[src/rtl/pkbs_pkg.sv]
package pkbs_pkg;

    // Field widths
    localparam int CODE_W   = 21;
    localparam int INDEX_W  = 12;
    localparam int AMOUNT_W = 16;
    localparam int COUNT_W  = 13;
    localparam int KEY_W    = 2 * CODE_W;
    localparam int ENTRY_W  = KEY_W + AMOUNT_W;

    localparam int DEFAULT_TABLE_DEPTH = 4096;

    // Item opcodes
    localparam logic OP_WRITE  = 1'b0;
    localparam logic OP_LOOKUP = 1'b1;

    // Command kinds decided by the front end
    localparam logic [1:0] KIND_WRITE  = 2'd0;
    localparam logic [1:0] KIND_LOOKUP = 2'd1;
    localparam logic [1:0] KIND_EMPTY  = 2'd2;

    // One queued command
    typedef struct packed {
        logic [1:0]          kind;
        logic [INDEX_W-1:0]  index;
        logic [CODE_W-1:0]   first_code;
        logic [CODE_W-1:0]   second_code;
        logic [AMOUNT_W-1:0] amount;
        logic [COUNT_W-1:0]  count;
    } cmd_t;

endpackage

[src/rtl/pkbs_front.sv]
module pkbs_front #(
    parameter int TABLE_DEPTH = pkbs_pkg::DEFAULT_TABLE_DEPTH
) (
    input  logic                                aclk,
    input  logic                                aresetn,
    input  logic                                cfg_wr_en,
    input  logic        [pkbs_pkg::COUNT_W-1:0] cfg_wr_data,
    input  logic                                s_valid,
    output logic                                s_ready,
    input  logic                                s_op,
    input  logic        [pkbs_pkg::INDEX_W-1:0] s_index,
    input  logic        [pkbs_pkg::CODE_W-1:0]  s_first_code,
    input  logic        [pkbs_pkg::CODE_W-1:0]  s_second_code,
    input  logic signed [pkbs_pkg::AMOUNT_W-1:0] s_write_amount,
    input  logic                                q_full,
    output logic                                q_push,
    output pkbs_pkg::cmd_t                      q_cmd
);

    logic [pkbs_pkg::COUNT_W-1:0] entry_count_reg;
    logic [pkbs_pkg::COUNT_W-1:0] count_eff;
    logic                         in_range;
    logic                         keep;

    // Entry count register
    always_ff @(posedge aclk) begin
        if (!aresetn) begin
            entry_count_reg <= '0;
        end else if (cfg_wr_en) begin
            entry_count_reg <= cfg_wr_data;
        end
    end

    // Clamp count to the table size
    assign count_eff = (32'(entry_count_reg) > TABLE_DEPTH) ?
                       pkbs_pkg::COUNT_W'(TABLE_DEPTH) : entry_count_reg;

    // Classify: out-of-range writes are taken and dropped
    assign in_range = (32'(s_index) < TABLE_DEPTH);
    assign keep     = (s_op == pkbs_pkg::OP_LOOKUP) || in_range;

    always_comb begin
        q_cmd.index       = s_index;
        q_cmd.first_code  = s_first_code;
        q_cmd.second_code = s_second_code;
        q_cmd.amount      = s_write_amount;
        q_cmd.count       = count_eff;
        if (s_op == pkbs_pkg::OP_WRITE) begin
            q_cmd.kind = pkbs_pkg::KIND_WRITE;
        end else if (count_eff == '0) begin
            q_cmd.kind = pkbs_pkg::KIND_EMPTY;
        end else begin
            q_cmd.kind = pkbs_pkg::KIND_LOOKUP;
        end
    end

    assign s_ready = !q_full;
    assign q_push  = s_valid && s_ready && keep;

endmodule

[config.mk]
export PLATFORM = sky130hd
export DESIGN_NAME = pkbs_front
export DESIGN_NICKNAME = d
export VERILOG_FILES = /design/src/rtl/pkbs_pkg.sv /design/src/rtl/pkbs_front.sv
export SDC_FILE = /design/constraint.sdc
export NUM_CORES = 1
export LEC_CHECK = 0
export BUFFER_PORTS_ARGS = -buffer_cell sky130_fd_sc_hd__buf_4
export CAP_MARGIN = 20
export CELL_PAD_IN_SITES_DETAIL_PLACEMENT = 1
export CELL_PAD_IN_SITES_GLOBAL_PLACEMENT = 1
export CORE_AREA = 5 5 84 86
export DETAILED_ROUTE_END_ITERATION = 16
export DIE_AREA = 0 0 89 91
export GPL_ROUTABILITY_DRIVEN = 0
export GPL_TIMING_DRIVEN = 0
export PLACE_DENSITY_LB_ADDON = 0.1
export REMOVE_ABC_BUFFERS = 1
export SYNTH_ARGS = -nofsm -noshare
export SYNTH_HDL_FRONTEND = slang
export SYNTH_SLANG_ARGS = --single-unit
[constraint.sdc]
create_clock -name aclk -period 3.2 [get_ports aclk]
set_input_delay 0.48 -clock aclk [delete_from_list [all_inputs] [get_ports aclk]]
set_output_delay 0.48 -clock aclk [all_outputs]
set_load 0.01 [all_outputs]
==> run metrics <==
Fin Clk Skew 0 ns; Worst Hold Depth 3; Worst Path Max Fanout 15; post-CTS setup buffer count 0; CTS tree built; # IOs 176; largest net degree at the start of global routing 16; CTS root buffer clkbuf_8; final wirelength 8120 um; sequential-to-total area share from yosys stat 22.6%; die width 89 um; PwrDens 412 nW/um2; post-route setup slack 0.822 ns; wire length of the first global-routing pass 9560 um; router iterations before antenna repair 2; Cell variety after synth 11; fillers 722; H-Tree Depth 1; minimum clock period 2.38 ns; syn_area_per_cell 8.61 um2; period utilisation layout 74.3%; synthesized area 1150 um2; final hold violation count 0; Starting Density 18.6%; quantity of gates resized following cts 0; Cells after Synth 134; IR drop worst, VDD 0.152 mV; Synth Area in XOR/XNOR 0%; die area 8100 um2; fmax 0.420 GHz; Core Box Area 6200 um2; clock sinks 13; simple-gate share of the synthesized area 18.5%; setup_tns 0 ns; 1st-iter DRT viols 12; Synth Area in Adders 0%; drt via density 3.94; status completed; Pleak 0.468 nW; clock tree buffer depth 2; layout cell share with drive strength beyond 1 40.8%; largest family of logic cells by synthesized area buffers and inverters; min-delay worst type primary input to register; total gr overflow 0; Routed WL per cell 46.4 um; mux contribution to synthesized area 11.3%; clock slew at reported path FFs 0.06 ns; CP startpoint kind register; RSZ-0062 raised after global routing false; Syn. warnings 0; number of global-route vias before repair 777; Pwr Total 0.417 mW; total number of vias 690; Worst Setup Path Type register to output pin; post-synthesis compound-gate area fraction 0%; Yosys reg bits 13; Worst EP arrival 1.90 ns; CTS Hold Bufs 0; Final Util 16.3%; critical path capture point type output pin; Die Y-Extent 91 um; GRT Util Overall 19.1%; Setup violations, final 0; antenna viol nets, final 0; CTS Buf Count 3; DP HPWL 7440 um; Worst Reg2Reg Path Length in Cells 2; # diodes 0; cell row count 29; Worst-Margin Slew 0.631 ns; I/O Buffers 35; Max-slew headroom 57.9%; dpl ws 1.02 ns; max reg flops 13; initial antenna violation count 0; clock latency on the worst-skew pair 0.24 ns; # Max-Cap Violations 0; fin. max-slew vios 0; NumNets Final 188; area growth from synthesis to final layout -12.3%; Crit path required time 2.72 ns; DRC Markers 0
routing by layer:
metal | track usage (%) | part of all wire [%]
met4 | 2.23 | 1.1
met1 | 7.70 | 13
met3 | 36.8 | 41
met2 | 29.5 | 44
met5 | 6.49 | 0.96
cell usage in the layout (no fill, tap or decap):
| cell type | Yosys | final |
|---|---|---|
| buf_4 | 70 | 35 |
| and2_1 | 1 | 1 |
| mux2i_1 | 13 | 13 |
| clkbuf_1 | 4 | 1 |
| or4_1 | 2 | 2 |
| nor2b_1 | 27 | 27 |
| or4_4 | 1 | 1 |
| clkbuf_8 | 0 | 3 |
| nor4_2 | 1 | 1 |
| dfxtp_1 | 13 | 13 |
| inv_1 | 1 | 1 |
worst max-delay path: stages (launching register included):
cell and delay (ns):
dfxtp_1 0.51, or4_1 0.58, nor4_2 0.28, and2_1 0.17, buf_4 0.11
final timing paths:
kind	end	from	slack [ns]
worst max-delay path	q_cmd[84]	entry_count_reg[12]	0.82
worst min-delay path	entry_count_reg[0]	cfg_wr_data[0]	0.50
worst max register to register	entry_count_reg[12]	entry_count_reg[12]	2.12
worst min register to register	entry_count_reg[11]	entry_count_reg[11]	0.54
final cells by class:
cell class	count	area, um2	area share, %
Inverter	1	3.75	0.371
Sequential cell	13	260	25.7
Tap cell	77	96.3	9.52
Multi-Input combinational cell	45	344	34.0
Clock buffer	4	45.0	4.45
Timing Repair Buffer	35	263	26.0
cell families after synthesis:
family	count (synthesis)
flops	13
simple gates	32
buf+inv	76
mux	13
synth_stat cells, drive strengths merged:
cell	count	area share (%)
or4	3	2.3
buf	71	46
mux2i	13	11
and2	1	0.54
dfxtp	13	23
clkbuf	4	1.3
nor2b	27	15
nor4	1	1.1
inv	1	0.33
metrics by stage:
step | hold WS (ns) | instance area (um2) | cells
after global routing | 0.501 | 1010 | 175
final | 0.498 | 1010 | 175
after floorplan | 0.488 | 608 | 59
after detailed placement | 0.531 | 967 | 171
after CTS | 0.490 | 1010 | 175
after global placement | 0.514 | 967 | 171
where the power goes:
part	internal, mW	total [mW]	switching, mW
clock	0.0880	0.152	0.0643
sequential	0.172	0.182	0.0102
combinational	0.0500	0.0828	0.0329
total	0.310	0.417	0.107
Note: power is estimated with default switching activity, not from simulation.
