--- config.mk ---
export PLATFORM = sky130hd
export DESIGN_NAME = pkbs_fifo
export DESIGN_NICKNAME = d
export VERILOG_FILES = /design/src/rtl/pkbs_pkg.sv /design/src/rtl/pkbs_fifo.sv
export SDC_FILE = /design/constraint.sdc
export NUM_CORES = 1
export LEC_CHECK = 0
export BUFFER_PORTS_ARGS = -buffer_cell sky130_fd_sc_hd__buf_2
export CAP_MARGIN = 20
export CORE_UTILIZATION = 54
export CTS_BUF_LIST = sky130_fd_sc_hd__clkbuf_2
export DETAILED_ROUTE_END_ITERATION = 8
export PLACE_DENSITY = 0.82
export SLEW_MARGIN = 20
export SYNTH_ARGS = -nofsm -noshare
export SYNTH_HDL_FRONTEND = slang
export SYNTH_SLANG_ARGS = --single-unit
--- constraint.sdc ---
create_clock -name aclk -period 7.3 [get_ports aclk]
set_clock_uncertainty 0.2 [all_clocks]
set_input_delay 1.095 -clock aclk [delete_from_list [all_inputs] [get_ports aclk]]
set_output_delay 1.095 -clock aclk [all_outputs]
set_load 0.03 [all_outputs]
--- src/rtl/pkbs_pkg.sv ---
package pkbs_pkg;

    // Field widths
    localparam int CODE_W   = 21;
    localparam int INDEX_W  = 12;
    localparam int AMOUNT_W = 16;
    localparam int COUNT_W  = 13;
    localparam int KEY_W    = 2 * CODE_W;
    localparam int ENTRY_W  = KEY_W + AMOUNT_W;

    localparam int DEFAULT_TABLE_DEPTH = 4096;

    // Item opcodes
    localparam logic OP_WRITE  = 1'b0;
    localparam logic OP_LOOKUP = 1'b1;

    // Command kinds decided by the front end
    localparam logic [1:0] KIND_WRITE  = 2'd0;
    localparam logic [1:0] KIND_LOOKUP = 2'd1;
    localparam logic [1:0] KIND_EMPTY  = 2'd2;

    // One queued command
    typedef struct packed {
        logic [1:0]          kind;
        logic [INDEX_W-1:0]  index;
        logic [CODE_W-1:0]   first_code;
        logic [CODE_W-1:0]   second_code;
        logic [AMOUNT_W-1:0] amount;
        logic [COUNT_W-1:0]  count;
    } cmd_t;

endpackage

--- src/rtl/pkbs_fifo.sv ---
module pkbs_fifo (
    input  logic           aclk,
    input  logic           aresetn,
    input  logic           push,
    input  pkbs_pkg::cmd_t push_cmd,
    output logic           full,
    input  logic           pop,
    output logic           valid,
    output pkbs_pkg::cmd_t head_cmd
);

    // Two-entry command queue
    pkbs_pkg::cmd_t slot_reg [2];
    logic           wr_ptr_reg;
    logic           rd_ptr_reg;
    logic [1:0]     fill_reg;

    always_ff @(posedge aclk) begin
        if (push) begin
            slot_reg[wr_ptr_reg] <= push_cmd;
        end
    end

    always_ff @(posedge aclk) begin
        if (!aresetn) begin
            wr_ptr_reg <= 1'b0;
            rd_ptr_reg <= 1'b0;
            fill_reg   <= 2'd0;
        end else begin
            if (push) begin
                wr_ptr_reg <= !wr_ptr_reg;
            end
            if (pop) begin
                rd_ptr_reg <= !rd_ptr_reg;
            end
            case ({push, pop})
                2'b10:   fill_reg <= fill_reg + 2'd1;
                2'b01:   fill_reg <= fill_reg - 2'd1;
                default: fill_reg <= fill_reg;
            endcase
        end
    end

    assign full     = (fill_reg == 2'd2);
    assign valid    = (fill_reg != 2'd0);
    assign head_cmd = slot_reg[rd_ptr_reg];

endmodule

==> metrics.csv <==
metric;value;unit
status;finished, final reports clean;
FP Rows;39;
Hold-fix buffers, CTS;0;
cells taking the most area after synthesis;sky130_fd_sc_hd__edfxtp_1, sky130_fd_sc_hd__mux2_2, sky130_fd_sc_hd__dfxtp_1, sky130_fd_sc_hd__buf_4, sky130_fd_sc_hd__and2_1;
largest net degree at the start of global routing;86;
number of global-route vias before repair;3140;
number of nets still failing antenna checks after routing;0;
Pwr Total;1920;uW
category of the critical setup timing path;flop to primary output;
switching part of the total;25.7;%
combinational share of power;15.1;%
predominant post-synthesis flop cell;sky130_fd_sc_hd__edfxtp_1;
CP required;6.00;ns
Non-Filler Cell Area, Final;7620;um^2
TritonCTS clock tree;done;
transition time at the pin with the least slew margin;0.593;ns
area overhead of the layout relative to synthesis;20.2;%
global router's overall resource usage;18.3;%
Power Internal;1430;uW
clock latency reported for the late side of the worst-skew pair;0.72;ns
Area after DPL;7390;um^2
maximum clock path buffer count;2;
clock buffer count from CTS;17;
fin crit share;50.5;%
category of the worst setup path capture point;primary output;
total negative slack for setup checks;0;ns
class of the most critical hold timing path;input port to flop;
post-cts gate resize count;0;
Setup violations, final;0;
GR peak layer;met2;
number of slew-limit violations in the final report;0;
Max-slew headroom;60.4;%
DRT Pass-1 Iters;4;
horizontal die dimension;110;um
boundary pin count;176;
count of buffers from port buffering;175;
standby leakage power;0.00287;uW
Synth top cells by count;sky130_fd_sc_hd__edfxtp_1, sky130_fd_sc_hd__mux2_2, sky130_fd_sc_hd__buf_4, sky130_fd_sc_hd__dfxtp_1, sky130_fd_sc_hd__and2_1;
met3 track demand over resource in global routing;7.94;%
Congestion Overflow GR;0;
clock tree root buffer cell;sky130_fd_sc_hd__clkbuf_2;
number of flip-flops and latches in the synthesized netlist;175;
residual DRC count;0;
Core Footprint;11400;um^2
global-route wire length before repair;15.6;mm
flip-flop count of the largest register after layout;170;
placer's final routability congestion estimate;0.719;
crit-path max FO;45;
hold violation total from the final report;0;
clock input transition at the sequential cells of the worst setup and hold paths;0.21;ns
Mapped Area;6340;um^2
most common cell in the netlist;sky130_fd_sc_hd__edfxtp_1;
post-CTS repair timing setup buffer count;0;
count of synthesis-stage warnings from yosys;0;
per-cell routed wire length;17.3;um
cell type with the largest total area after synthesis;sky130_fd_sc_hd__edfxtp_1;
initial cell density of the core;55.5;%
via total after detailed routing;3204;
met2 demand-to-capacity share in global routing;29.6;%
CTS H-tree lvls;4;
count of distinct cell types in the synthesized netlist;18;
Filler Cell Count;824;
shortest clock period the worst path allows after layout;3.69;ns
startpoint kind of the worst setup timing path;flop;
GR met1 Demand/Resource;21.2;%
diode insertion count for antenna repair;0;
Max Clock Freq;271;MHz
syn_area_per_cell;22.2;um^2
number of max-cap violations;0;
vias per inst;5.08;
Die Y;110;um
number of antenna violations at the first check in global routing;0;
part of the power in registers;61.5;%
syn nets;376;
post-synthesis async set-or-reset flop share;0;%
net switching power of the design;494;uW
cell count of the worst reg-to-reg path;2;
Power Density;252;nW/um^2
fraction of final layout cells with drive strength greater than 1;60.9;%
setup repair after global routing missed its margin;no;
post-synthesis cell count;286;
share of total power in the clock network;23.4;%
Min-Delay Path Depth;1;
number of clock sinks;175;
number of nets in the final layout;565;
data arrival time of the worst path;2.39;ns
number of flops mapped to enable cells by yosys;170;
Seq/Total Area, Yosys;82.1;%
fraction of synthesized cell area taken by the top area cell type;80.5;%
highest ir drop seen on vdd;0.157;mV
area of the die;12200;um^2
half-perimeter wire length after detailed placement;7.21;mm
detailed router's first-iteration violation count;132;
Post-Route WL;10.9;mm
## layer usage
| layer | share of wire [%] | up-vias |
|---|---|---|
| met1 | 40 | 1539 |
| met3 | 8.8 | 17 |
| met2 | 50 | 133 |
| met4 | 1.5 | 0 |
| li1 | - | 1515 |
| met5 | 0 | - |
## cell families (layout without fill, tap and decap cells)
group                    count (synthesis)  count (layout)  synth area share [%]
multiplexers                            85              85                  15.1
adder cells (fa/ha/maj)                  1               1                 0.197
AO/OA/AOI/OAI                            3               3                 0.316
buffers and inverters                   10             212                  1.01
flip-flops                             175             175                  82.1
AND/OR/NAND/NOR                          9               9                 0.888
XOR/XNOR                                 3               3                 0.414
## final timing paths
kind | startpoint | end | slack, ns
worst max register to register | wr_ptr_reg | slot_reg[0][39] | 5.34
worst min register to register | fill_reg[1] | fill_reg[1] | 0.35
worst max-delay path | flop | head_cmd[69] | 3.61
worst min-delay path | push_cmd[22] | slot_reg[1][22] | 0.34
## cell type report
class | instances | area (um^2) | area share, %
sequential | 175 | 5210 | 68.3
multi-input combinational | 101 | 1080 | 14.2
timing repair buffer | 179 | 938 | 12.3
tap | 143 | 179 | 2.35
clock buffer | 22 | 110 | 1.44
clock inverter | 10 | 98.8 | 1.30
inverter | 1 | 3.75 | 0.0493
## worst max-delay path, cell delays in order (launching register included)
cell,delay [ns]
sky130_fd_sc_hd__dfxtp_4,0.76
sky130_fd_sc_hd__buf_12,0.32
sky130_fd_sc_hd__mux2_2,0.39
sky130_fd_sc_hd__buf_2,0.18
## cells in the final DEF, fill, tap and decap left out, types with 2 or more instances in the layout
master / netlist / final
sky130_fd_sc_hd__buf_2: 3 / 175
sky130_fd_sc_hd__edfxtp_1: 170 / 170
sky130_fd_sc_hd__clkinv_2: 0 / 3
sky130_fd_sc_hd__bufinv_16: 0 / 2
sky130_fd_sc_hd__buf_4: 6 / 2
sky130_fd_sc_hd__and2_1: 4 / 3
sky130_fd_sc_hd__clkbuf_2: 0 / 22
sky130_fd_sc_hd__clkinv_1: 0 / 4
sky130_fd_sc_hd__xnor2_1: 2 / 2
sky130_fd_sc_hd__dfxtp_1: 5 / 4
sky130_fd_sc_hd__mux2_2: 85 / 85
## power by group through the flow
stage | logic [uW] | registers, uW | clock network [uW]
floorplan | 209 | 1200 | 0
global placement | 275 | 1210 | 0
detailed placement | 282 | 1210 | 0
CTS | 283 | 1190 | 467
global route | 310 | 1190 | 506
finish | 290 | 1180 | 448
## through the flow
step / std cells / util, % / setup WS [ns] / hold slack (ns)
final: 631 / 66.7 / 3.61 / 0.343
after global routing: 631 / 66.7 / 3.40 / 0.209
after CTS: 630 / 66.6 / 3.40 / 0.250
after detailed placement: 598 / 64.7 / 4.25 / 0.330
after global placement: 597 / 64.5 / 4.27 / 0.270
after floorplan: 286 / - / 1.82 / 0.261
Power figures use the tool's default switching activity.
